File: config.mk
export PLATFORM = sky130hd
export DESIGN_NAME = complex_arithmetic_unit_flat
export DESIGN_NICKNAME = d
export VERILOG_FILES = /design/src/design/cau_pkg.sv /design/src/design/cau_if.sv /design/src/design/complex_arithmetic_unit.sv /design/src/design/cau_front.sv /design/src/design/cau_queue.sv /design/src/design/cau_back.sv /design/src/flat_wrapper.sv
export SDC_FILE = /design/constraint.sdc
export NUM_CORES = 2
export LEC_CHECK = 0
export BUFFER_PORTS_ARGS = -buffer_cell sky130_fd_sc_hd__buf_2
export CAP_MARGIN = 20
export CORE_ASPECT_RATIO = 0.9
export CORE_MARGIN = 2
export CORE_UTILIZATION = 45
export DETAILED_ROUTE_END_ITERATION = 10
export GPL_TIMING_DRIVEN = 0
export PLACE_DENSITY = 0.57
export SLEW_MARGIN = 20
export SYNTH_ARGS = -nofsm -noshare
export SYNTH_HDL_FRONTEND = slang
export SYNTH_SLANG_ARGS = --single-unit
File: constraint.sdc
create_clock -name clk -period 67.5 [get_ports clk]
set_input_delay 0 -clock clk [delete_from_list [all_inputs] [get_ports clk]]
set_output_delay 0 -clock clk [all_outputs]
set_load 0.02 [all_outputs]
File: src/design/cau_pkg.sv
package cau_pkg;

  localparam int DATA_W    = 16;
  localparam int FRAC_BITS = 8;
  localparam int PROD_W    = 2 * DATA_W;
  localparam int SUM_W     = PROD_W + 2;

  // root of a 32-bit radicand, two root bits per pipe stage
  localparam int RAD_W                = PROD_W;
  localparam int ROOT_W               = RAD_W / 2;
  localparam int REM_W                = ROOT_W + 2;
  localparam int SQRT_BITS_PER_STAGE  = 2;
  localparam int SQRT_STAGES          = ROOT_W / SQRT_BITS_PER_STAGE;

  localparam int QUEUE_DEPTH = 4;
  localparam int QPTR_W      = $clog2(QUEUE_DEPTH);
  localparam int QCNT_W      = QPTR_W + 1;

  localparam logic signed [SUM_W-1:0] SAT_MAX = SUM_W'(32767);
  localparam logic signed [SUM_W-1:0] SAT_MIN = -SUM_W'(32768);
  localparam logic [DATA_W-1:0]       POS_MAX = 16'h7fff;
  localparam logic signed [DATA_W-1:0] UNIT   = 16'sd1;

  typedef enum logic [2:0] {
    OP_ADD  = 3'd0,
    OP_SUB  = 3'd1,
    OP_RMUL = 3'd2,
    OP_IMUL = 3'd3,
    OP_CMUL = 3'd4,
    OP_MAG  = 3'd5
  } op_t;

  // decoded word: four product lanes, lanes 0/1 sum into re, 2/3 into im
  typedef struct packed {
    logic signed [DATA_W-1:0] x0;
    logic signed [DATA_W-1:0] y0;
    logic signed [DATA_W-1:0] x1;
    logic signed [DATA_W-1:0] y1;
    logic signed [DATA_W-1:0] x2;
    logic signed [DATA_W-1:0] y2;
    logic signed [DATA_W-1:0] x3;
    logic signed [DATA_W-1:0] y3;
    logic [3:0]               neg;
    logic                     shift;
    logic                     mag;
  } cmd_t;

  typedef struct packed {
    logic [DATA_W-1:0] val;
    logic              ovf;
  } sat_t;

  typedef struct packed {
    logic [REM_W-1:0]  rem;
    logic [ROOT_W-1:0] root;
    logic [RAD_W-1:0]  rad;
  } sqrt_t;

  function automatic sat_t sat16(input logic signed [SUM_W-1:0] v);
    sat_t s;
    if (v > SAT_MAX) begin
      s.val = SAT_MAX[DATA_W-1:0];
      s.ovf = 1'b1;
    end else if (v < SAT_MIN) begin
      s.val = SAT_MIN[DATA_W-1:0];
      s.ovf = 1'b1;
    end else begin
      s.val = v[DATA_W-1:0];
      s.ovf = 1'b0;
    end
    return s;
  endfunction

  // one restoring step: brings down the top two radicand bits
  function automatic sqrt_t sqrt_step(input sqrt_t s);
    logic [REM_W+1:0] cur;
    logic [REM_W+1:0] trial;
    sqrt_t n;
    cur   = {s.rem, s.rad[RAD_W-1 -: 2]};
    trial = {2'b00, s.root, 2'b01};
    n.rad = {s.rad[RAD_W-3:0], 2'b00};
    if (cur >= trial) begin
      n.rem  = REM_W'(cur - trial);
      n.root = {s.root[ROOT_W-2:0], 1'b1};
    end else begin
      n.rem  = cur[REM_W-1:0];
      n.root = {s.root[ROOT_W-2:0], 1'b0};
    end
    return n;
  endfunction

  function automatic sqrt_t sqrt_stage(input sqrt_t s);
    sqrt_t t;
    t = s;
    for (int i = 0; i < SQRT_BITS_PER_STAGE; i++) begin
      t = sqrt_step(t);
    end
    return t;
  endfunction

endpackage

File: src/design/cau_if.sv
interface cau_in_if;
  import cau_pkg::*;

  logic                     valid;
  logic                     ready;
  logic [2:0]               operation;
  logic signed [DATA_W-1:0] a_re;
  logic signed [DATA_W-1:0] a_im;
  logic signed [DATA_W-1:0] b_re;
  logic signed [DATA_W-1:0] b_im;
  logic signed [DATA_W-1:0] scalar;

  modport source (output valid, operation, a_re, a_im, b_re, b_im, scalar, input ready);
  modport sink   (input valid, operation, a_re, a_im, b_re, b_im, scalar, output ready);
  modport mon    (input valid, ready, operation, a_re, a_im, b_re, b_im, scalar);
endinterface

interface cau_out_if;
  import cau_pkg::*;

  logic                     valid;
  logic                     ready;
  logic signed [DATA_W-1:0] result_re;
  logic signed [DATA_W-1:0] result_im;
  logic                     overflow;

  modport source (output valid, result_re, result_im, overflow, input ready);
  modport sink   (input valid, result_re, result_im, overflow, output ready);
  modport mon    (input valid, ready, result_re, result_im, overflow);
endinterface

File: src/design/complex_arithmetic_unit.sv
// Path: a word accepted at the input passes the queue, 2 arithmetic stages, 8 square-root
//   stages and the output register before its result shows valid, for every operation.
// Throughput: one word per cycle while the output is not stalled; the 8-stage root pipe runs at full rate.
// Back pressure on the output stalls the whole back pipe; the 4-deep queue keeps input open.
// Reset (synchronous, active low) clears the valid bits, queue pointers and queue count only.
module complex_arithmetic_unit
  import cau_pkg::*;
(
  input  logic      clk,
  input  logic      rst_n,
  cau_in_if.sink    in_ch,
  cau_out_if.source out_ch
);

  // front: handshake and decode of the operation into product lanes
  logic push;
  cmd_t push_cmd;
  logic full;

  // queue to back
  logic q_valid;
  cmd_t q_cmd;
  logic pop;

  cau_front u_front (
    .in_ch    (in_ch),
    .full     (full),
    .push     (push),
    .push_cmd (push_cmd)
  );

  // decouples acceptance from the back pipe's stall
  cau_queue u_queue (
    .clk      (clk),
    .rst_n    (rst_n),
    .push     (push),
    .push_cmd (push_cmd),
    .pop      (pop),
    .full     (full),
    .q_valid  (q_valid),
    .q_cmd    (q_cmd)
  );

  // back: multiply, sum, root, saturate, output register
  cau_back u_back (
    .clk     (clk),
    .rst_n   (rst_n),
    .q_valid (q_valid),
    .q_cmd   (q_cmd),
    .pop     (pop),
    .out_ch  (out_ch)
  );

endmodule

File: src/design/cau_front.sv
module cau_front
  import cau_pkg::*;
(
  cau_in_if.sink in_ch,
  input  logic   full,
  output logic   push,
  output cmd_t   push_cmd
);

  assign in_ch.ready = !full;
  assign push        = in_ch.valid && !full;

  // route operands onto the product lanes
  always_comb begin
    push_cmd = '0;
    unique case (op_t'(in_ch.operation))
      OP_ADD: begin
        push_cmd.x0 = in_ch.a_re; push_cmd.y0 = UNIT;
        push_cmd.x1 = in_ch.b_re; push_cmd.y1 = UNIT;
        push_cmd.x2 = in_ch.a_im; push_cmd.y2 = UNIT;
        push_cmd.x3 = in_ch.b_im; push_cmd.y3 = UNIT;
      end
      OP_SUB: begin
        push_cmd.x0 = in_ch.a_re; push_cmd.y0 = UNIT;
        push_cmd.x1 = in_ch.b_re; push_cmd.y1 = UNIT;
        push_cmd.x2 = in_ch.a_im; push_cmd.y2 = UNIT;
        push_cmd.x3 = in_ch.b_im; push_cmd.y3 = UNIT;
        push_cmd.neg = 4'b1010;
      end
      OP_RMUL: begin
        push_cmd.x0 = in_ch.a_re; push_cmd.y0 = in_ch.scalar;
        push_cmd.x2 = in_ch.a_im; push_cmd.y2 = in_ch.scalar;
        push_cmd.shift = 1'b1;
      end
      OP_IMUL: begin
        push_cmd.x0 = in_ch.a_im; push_cmd.y0 = in_ch.scalar;
        push_cmd.x2 = in_ch.a_re; push_cmd.y2 = in_ch.scalar;
        push_cmd.neg = 4'b0001;
        push_cmd.shift = 1'b1;
      end
      OP_CMUL: begin
        push_cmd.x0 = in_ch.a_re; push_cmd.y0 = in_ch.b_re;
        push_cmd.x1 = in_ch.a_im; push_cmd.y1 = in_ch.b_im;
        push_cmd.x2 = in_ch.a_re; push_cmd.y2 = in_ch.b_im;
        push_cmd.x3 = in_ch.b_re; push_cmd.y3 = in_ch.a_im;
        push_cmd.neg = 4'b0010;
        push_cmd.shift = 1'b1;
      end
      OP_MAG: begin
        push_cmd.x0 = in_ch.a_re; push_cmd.y0 = in_ch.a_re;
        push_cmd.x1 = in_ch.a_im; push_cmd.y1 = in_ch.a_im;
        push_cmd.mag = 1'b1;
      end
      default: begin
        // undefined codes: all lanes zero, result 0 + 0i
        push_cmd = '0;
      end
    endcase
  end

endmodule

File: src/design/cau_queue.sv
module cau_queue
  import cau_pkg::*;
(
  input  logic clk,
  input  logic rst_n,
  input  logic push,
  input  cmd_t push_cmd,
  input  logic pop,
  output logic full,
  output logic q_valid,
  output cmd_t q_cmd
);

  cmd_t              mem_r [QUEUE_DEPTH];
  logic [QPTR_W-1:0] wr_ptr_r;
  logic [QPTR_W-1:0] rd_ptr_r;
  logic [QCNT_W-1:0] count_r;

  assign full    = (count_r == QCNT_W'(QUEUE_DEPTH));
  assign q_valid = (count_r != '0);
  assign q_cmd   = mem_r[rd_ptr_r];

  always_ff @(posedge clk) begin
    if (push) begin
      mem_r[wr_ptr_r] <= push_cmd;
    end
  end

  always_ff @(posedge clk) begin
    if (!rst_n) begin
      wr_ptr_r <= '0;
      rd_ptr_r <= '0;
      count_r  <= '0;
    end else begin
      if (push) begin
        wr_ptr_r <= wr_ptr_r + 1'b1;
      end
      if (pop) begin
        rd_ptr_r <= rd_ptr_r + 1'b1;
      end
      case ({push, pop})
        2'b10:   count_r <= count_r + 1'b1;
        2'b01:   count_r <= count_r - 1'b1;
        default: count_r <= count_r;
      endcase
    end
  end

endmodule

File: src/design/cau_back.sv
module cau_back
  import cau_pkg::*;
(
  input  logic       clk,
  input  logic       rst_n,
  input  logic       q_valid,
  input  cmd_t       q_cmd,
  output logic       pop,
  cau_out_if.source  out_ch
);

  typedef struct packed {
    logic [DATA_W-1:0] re;
    logic [DATA_W-1:0] im;
    logic              ovf;
    logic              mag;
  } carry_t;

  logic en;

  // stage 1: products
  logic                     v1_r;
  logic signed [PROD_W-1:0] m0_r, m1_r, m2_r, m3_r;
  logic [3:0]               neg1_r;
  logic                     shift1_r, mag1_r;

  // stage 2: lane sums
  logic                     v2_r;
  logic signed [SUM_W-1:0]  re_sum_r, im_sum_r;
  logic                     shift2_r, mag2_r;
  logic signed [SUM_W-1:0]  t0, t1, t2, t3;

  // root stages
  logic   qv_r  [SQRT_STAGES];
  sqrt_t  sq_r  [SQRT_STAGES];
  carry_t cy_r  [SQRT_STAGES];
  sqrt_t  sq_init;
  carry_t cy_init;
  logic signed [SUM_W-1:0] re_adj, im_adj;
  sat_t   sat_re, sat_im;

  // output word
  logic              out_valid_r;
  logic [DATA_W-1:0] res_re_r, res_im_r;
  logic              ovf_r;
  carry_t            last;
  logic [ROOT_W-1:0] root_last;

  // whole pipe advances unless the output word is held
  assign en  = !out_valid_r || out_ch.ready;
  assign pop = en && q_valid;

  always_ff @(posedge clk) begin
    if (en) begin
      m0_r     <= q_cmd.x0 * q_cmd.y0;
      m1_r     <= q_cmd.x1 * q_cmd.y1;
      m2_r     <= q_cmd.x2 * q_cmd.y2;
      m3_r     <= q_cmd.x3 * q_cmd.y3;
      neg1_r   <= q_cmd.neg;
      shift1_r <= q_cmd.shift;
      mag1_r   <= q_cmd.mag;
    end
  end

  always_comb begin
    t0 = neg1_r[0] ? -SUM_W'(m0_r) : SUM_W'(m0_r);
    t1 = neg1_r[1] ? -SUM_W'(m1_r) : SUM_W'(m1_r);
    t2 = neg1_r[2] ? -SUM_W'(m2_r) : SUM_W'(m2_r);
    t3 = neg1_r[3] ? -SUM_W'(m3_r) : SUM_W'(m3_r);
  end

  always_ff @(posedge clk) begin
    if (en) begin
      re_sum_r <= t0 + t1;
      im_sum_r <= t2 + t3;
      shift2_r <= shift1_r;
      mag2_r   <= mag1_r;
    end
  end

  // arithmetic shift is a floor divide by 2^FRAC_BITS
  always_comb begin
    re_adj       = shift2_r ? (re_sum_r >>> FRAC_BITS) : re_sum_r;
    im_adj       = shift2_r ? (im_sum_r >>> FRAC_BITS) : im_sum_r;
    sat_re       = sat16(re_adj);
    sat_im       = sat16(im_adj);
    cy_init.re   = sat_re.val;
    cy_init.im   = sat_im.val;
    cy_init.ovf  = sat_re.ovf || sat_im.ovf;
    cy_init.mag  = mag2_r;
    sq_init.rem  = '0;
    sq_init.root = '0;
    sq_init.rad  = re_sum_r[RAD_W-1:0];
  end

  always_ff @(posedge clk) begin
    if (en) begin
      sq_r[0] <= sqrt_stage(sq_init);
      cy_r[0] <= cy_init;
      for (int k = 1; k < SQRT_STAGES; k++) begin
        sq_r[k] <= sqrt_stage(sq_r[k-1]);
        cy_r[k] <= cy_r[k-1];
      end
    end
  end

  assign last      = cy_r[SQRT_STAGES-1];
  assign root_last = sq_r[SQRT_STAGES-1].root;

  always_ff @(posedge clk) begin
    if (en) begin
      if (last.mag) begin
        res_im_r <= '0;
        if (root_last[ROOT_W-1]) begin
          res_re_r <= POS_MAX;
          ovf_r    <= 1'b1;
        end else begin
          res_re_r <= root_last[DATA_W-1:0];
          ovf_r    <= 1'b0;
        end
      end else begin
        res_re_r <= last.re;
        res_im_r <= last.im;
        ovf_r    <= last.ovf;
      end
    end
  end

  always_ff @(posedge clk) begin
    if (!rst_n) begin
      v1_r        <= 1'b0;
      v2_r        <= 1'b0;
      out_valid_r <= 1'b0;
      for (int k = 0; k < SQRT_STAGES; k++) begin
        qv_r[k] <= 1'b0;
      end
    end else if (en) begin
      v1_r    <= q_valid;
      v2_r    <= v1_r;
      qv_r[0] <= v2_r;
      for (int k = 1; k < SQRT_STAGES; k++) begin
        qv_r[k] <= qv_r[k-1];
      end
      out_valid_r <= qv_r[SQRT_STAGES-1];
    end
  end

  assign out_ch.valid     = out_valid_r;
  assign out_ch.result_re = res_re_r;
  assign out_ch.result_im = res_im_r;
  assign out_ch.overflow  = ovf_r;

endmodule

File: src/flat_wrapper.sv
// flat-port wrapper written by rule: the top's interface ports become plain ports
module complex_arithmetic_unit_flat import cau_pkg::*;
  (clk, rst_n, in_ch_valid, in_ch_operation, in_ch_a_re, in_ch_a_im, in_ch_b_re, in_ch_b_im, in_ch_scalar, in_ch_ready, out_ch_valid, out_ch_result_re, out_ch_result_im, out_ch_overflow, out_ch_ready);
  cau_in_if in_ch_i ();
  cau_out_if out_ch_i ();
  input  logic clk;
  input  logic rst_n;
  input wire logic [$bits(in_ch_i.valid)-1:0] in_ch_valid;
  input wire logic [$bits(in_ch_i.operation)-1:0] in_ch_operation;
  input wire logic [$bits(in_ch_i.a_re)-1:0] in_ch_a_re;
  input wire logic [$bits(in_ch_i.a_im)-1:0] in_ch_a_im;
  input wire logic [$bits(in_ch_i.b_re)-1:0] in_ch_b_re;
  input wire logic [$bits(in_ch_i.b_im)-1:0] in_ch_b_im;
  input wire logic [$bits(in_ch_i.scalar)-1:0] in_ch_scalar;
  output wire logic [$bits(in_ch_i.ready)-1:0] in_ch_ready;
  output wire logic [$bits(out_ch_i.valid)-1:0] out_ch_valid;
  output wire logic [$bits(out_ch_i.result_re)-1:0] out_ch_result_re;
  output wire logic [$bits(out_ch_i.result_im)-1:0] out_ch_result_im;
  output wire logic [$bits(out_ch_i.overflow)-1:0] out_ch_overflow;
  input wire logic [$bits(out_ch_i.ready)-1:0] out_ch_ready;
  assign in_ch_i.valid = in_ch_valid;
  assign in_ch_i.operation = in_ch_operation;
  assign in_ch_i.a_re = in_ch_a_re;
  assign in_ch_i.a_im = in_ch_a_im;
  assign in_ch_i.b_re = in_ch_b_re;
  assign in_ch_i.b_im = in_ch_b_im;
  assign in_ch_i.scalar = in_ch_scalar;
  assign in_ch_ready = in_ch_i.ready;
  assign out_ch_valid = out_ch_i.valid;
  assign out_ch_result_re = out_ch_i.result_re;
  assign out_ch_result_im = out_ch_i.result_im;
  assign out_ch_overflow = out_ch_i.overflow;
  assign out_ch_i.ready = out_ch_ready;
  complex_arithmetic_unit u_core (.clk(clk), .rst_n(rst_n), .in_ch(in_ch_i), .out_ch(out_ch_i));
endmodule
==> results.yml <==
worst_setup_path:
  cp_common_cell: "fa_1"
  slowest_stage: "buf_1"
  reg2reg_depth: 29
  worstPathArrival_ns: 11.12
  cp-end-kind: "flip-flop"
  reg2reg_to: "u_core.u_back.m0_r[31]"
  start_kind: "flip-flop"
  slowest_delay_ns: 0.97
  critPathKind: "reg2reg"
  r2r_setup_slack_ns: 56.88
  required_ns: 67.99
  path_max_fanout: 10
logic_synthesis:
  ys_warn_count: 0
  synthArstFlopShare: 0
  synth_flop_cell: "edfxtp_1"
  avgSynthCellArea_um2: 11.3
  netlist_area_um2: 101000
  syn_inst: 8982
  ys_types: 93
  ys_seq_area_frac: 0.401
  synth_seq_cells: 1362
  synth_edf_count: 1345
floorplan:
  core_area_um2: 224000
  num_rows: 165
  io_pins: 122
  dieHeight_um: 454
  fp.dieArea_um2: 229000
  die_x_um: 504
  start_util: 0.452
cells_and_area:
  syn_to_final_growth_pct: 11.2
  layout.nets: 11090
  drive_above_1_share: 0.0696
  n_fill_cell: 20018
global_route:
  overflow: 0
  grt-busiest-layer: "met2"
  grt_pass1_wl_um: 429000
  grt_use_met3: 0.0468
  gr-usage-all-layers: 0.248
  grt_max_degree: 92
  antenna_found_initial: 7
  met2_usage: 0.391
  grt_use_met1: 0.344
  grt_pass1_vias: 69373
clock_network:
  clock-sinks: 1362
  path_clk_slew_ns: 0.06
  cts_tree: "built"
  cts.path.max_buffers: 3
  insertion_delay_ns: 0.83
  cts_buffers: 148
  cts_root_buf: "clkbuf_16"
  h-tree-depth: 4
timing:
  finalSetupTns_ns: 0
  hold_violations: 0
  fmax_mhz: 94.1
  drv_slew: 0
  skew_ns: 0.0652
  rsz0062_at_grt: "false"
  min_period_ns: 10.62
  worst_slew_pin_slew_ns: 1.30
  slew_headroom: 0.133
  setup_viol_count_final: 0
  fin_crit_sh: 0.157
drt:
  ant_nets: 0
  vias: 68026
  wl_per_cell_um: 22.6
  viasPerCell: 5.43
  first_pass_iters: 6
  wirelength_um: 283000
  drtIter0Drc: 5604
  drc_errors: 0
run:
  cap_violations: 0
worst_hold_path:
  hold_path_end: "u_core.u_queue.mem_r[2][35]"
  hold_class: "in2reg"
  hp-start: "in_ch_b_re[13]"
  holdPathStages: 3
placed_design:
  place.gp.congestion: 0.956
  port_buffers: 118
  hpwlAfterDp_um: 223000
status:
  status: "finished, final reports clean"
[worst max-delay path: cells and delay by family, from the launching register on]
kind | cells | cell delay [ns]
AO/OA/AOI/OAI | 8 | 2.05
adder cells (fa/ha/maj) | 7 | 3.38
buffers and inverters | 10 | 3.50
AND/OR/NAND/NOR | 2 | 0.33
multiplexers | 1 | 0.56
flip-flops | 1 | 0.31
XOR/XNOR | 1 | 0.12
[worst max path at each step]
stage                                            end  slack, ns  cells past startpoint
final                         u_core.u_back.m0_r[31]      56.88                     29
after global routing          u_core.u_back.m0_r[31]      56.34                     29
after CTS                     u_core.u_back.m0_r[31]      56.95                     29
after detailed placement      u_core.u_back.m0_r[31]      57.04                     29
after global placement    u_core.u_back.sq_r[1][117]      36.42                      3
after floorplan             u_core.u_back.cy_r[0][0]      45.57                      3
[cells in the mapped netlist (49+ instances only)]
library cell,count,area share
o21ai_1,87,0.0043
nor2_1,745,0.028
a21o_1,115,0.0085
xnor2_1,350,0.030
nand2b_1,91,0.0056
o31ai_1,49,0.0036
inv_1,1416,0.052
clkbuf_1,222,0.0082
and2_1,94,0.0058
nor3_1,77,0.0038
o21ai_0,297,0.015
nand2_1,826,0.031
mux2_2,128,0.014
fa_1,1051,0.21
xor2_1,110,0.0095
edfxtp_1,1345,0.40
ha_1,551,0.068
nor2b_1,68,0.0042
nand3_1,62,0.0031
and3_1,52,0.0032
a21oi_1,268,0.013
o21a_1,128,0.0095
mux2i_1,203,0.020
[cell families after synthesis]
kind of cell | synth area share
buffers and inverters | 0.0627
multiplexers | 0.0415
flip-flops | 0.401
AO/OA/AOI/OAI | 0.0789
adder cells (fa/ha/maj) | 0.275
XOR/XNOR | 0.0397
other | 0.0000370
AND/OR/NAND/NOR | 0.100
[cell type report]
type | count | area, um^2 | area share
antenna | 2 | 5.00 | 0.0000444
buffer | 262 | 1050 | 0.00928
clock buffer | 178 | 3840 | 0.0340
clock inverter | 92 | 1110 | 0.00984
inverter | 1421 | 5340 | 0.0473
multi-input combinational | 5938 | 54500 | 0.483
sequential | 1362 | 40700 | 0.361
tap | 3006 | 3760 | 0.0333
timing repair buffer | 268 | 2500 | 0.0222
[cell usage in the layout (no fill, tap or decap), types with 112 or more instances in the layout]
cell	instances
a21o_1	115
a21oi_1	268
buf_2	129
clkbuf_1	235
clkbuf_16	148
dlygate4sd3_1	112
edfxtp_1	1345
fa_1	1051
ha_1	551
inv_1	1416
mux2_2	128
mux2i_1	203
nand2_1	826
nor2_1	745
o21a_1	128
o21ai_0	281
xnor2_1	350
[registers in the layout, indices dropped and copies added (netlist names), 16 cells and up, named ones only]
name / cells
u_core.u_back.out_ch.result_im: 16
u_core.u_back.m2_r: 32
u_core.u_back.sq_r: 302
u_core.u_back.cy_r: 272
u_core.u_back.m3_r: 32
u_core.u_queue.mem_r: 532
u_core.u_back.im_sum_r: 34
u_core.u_back.out_ch.result_re: 16
u_core.u_back.re_sum_r: 34
u_core.u_back.m1_r: 32
u_core.u_back.m0_r: 32
[stage by stage]
stage               utilization  cell area [um^2]  std cells  hold slack [ns]  worst slack [ns]
floorplan                     -            101000       8983            0.231             45.57
global placement          0.471            106000      12107            0.360             36.42
detailed placement        0.476            107000      12144            0.381             57.04
CTS                       0.503            113000      12526            0.115             56.95
global route              0.503            113000      12528            0.174             56.34
finish                    0.503            113000      12529            0.188             56.88
[layer usage]
metal  part of all wire  vias up  wire length (um)
met5           0.000046        -                13
met4              0.039        2             11000
met3              0.074      504             21100
met2               0.45     2328            127000
met1               0.44    34248            124000
li1                   -    30944                 -
[repair_timing]
item,4_1_cts,5_1_grt
endpoints found under the setup margin,0,0
hold buffers,112,0
resized for setup,0,0
endpoints found under the hold margin,724,0
buffers inserted,0,0
Power is left out: the tool's default activity adds up to more than one toggle a clock period on the data nets, which glitch-free logic cannot reach.
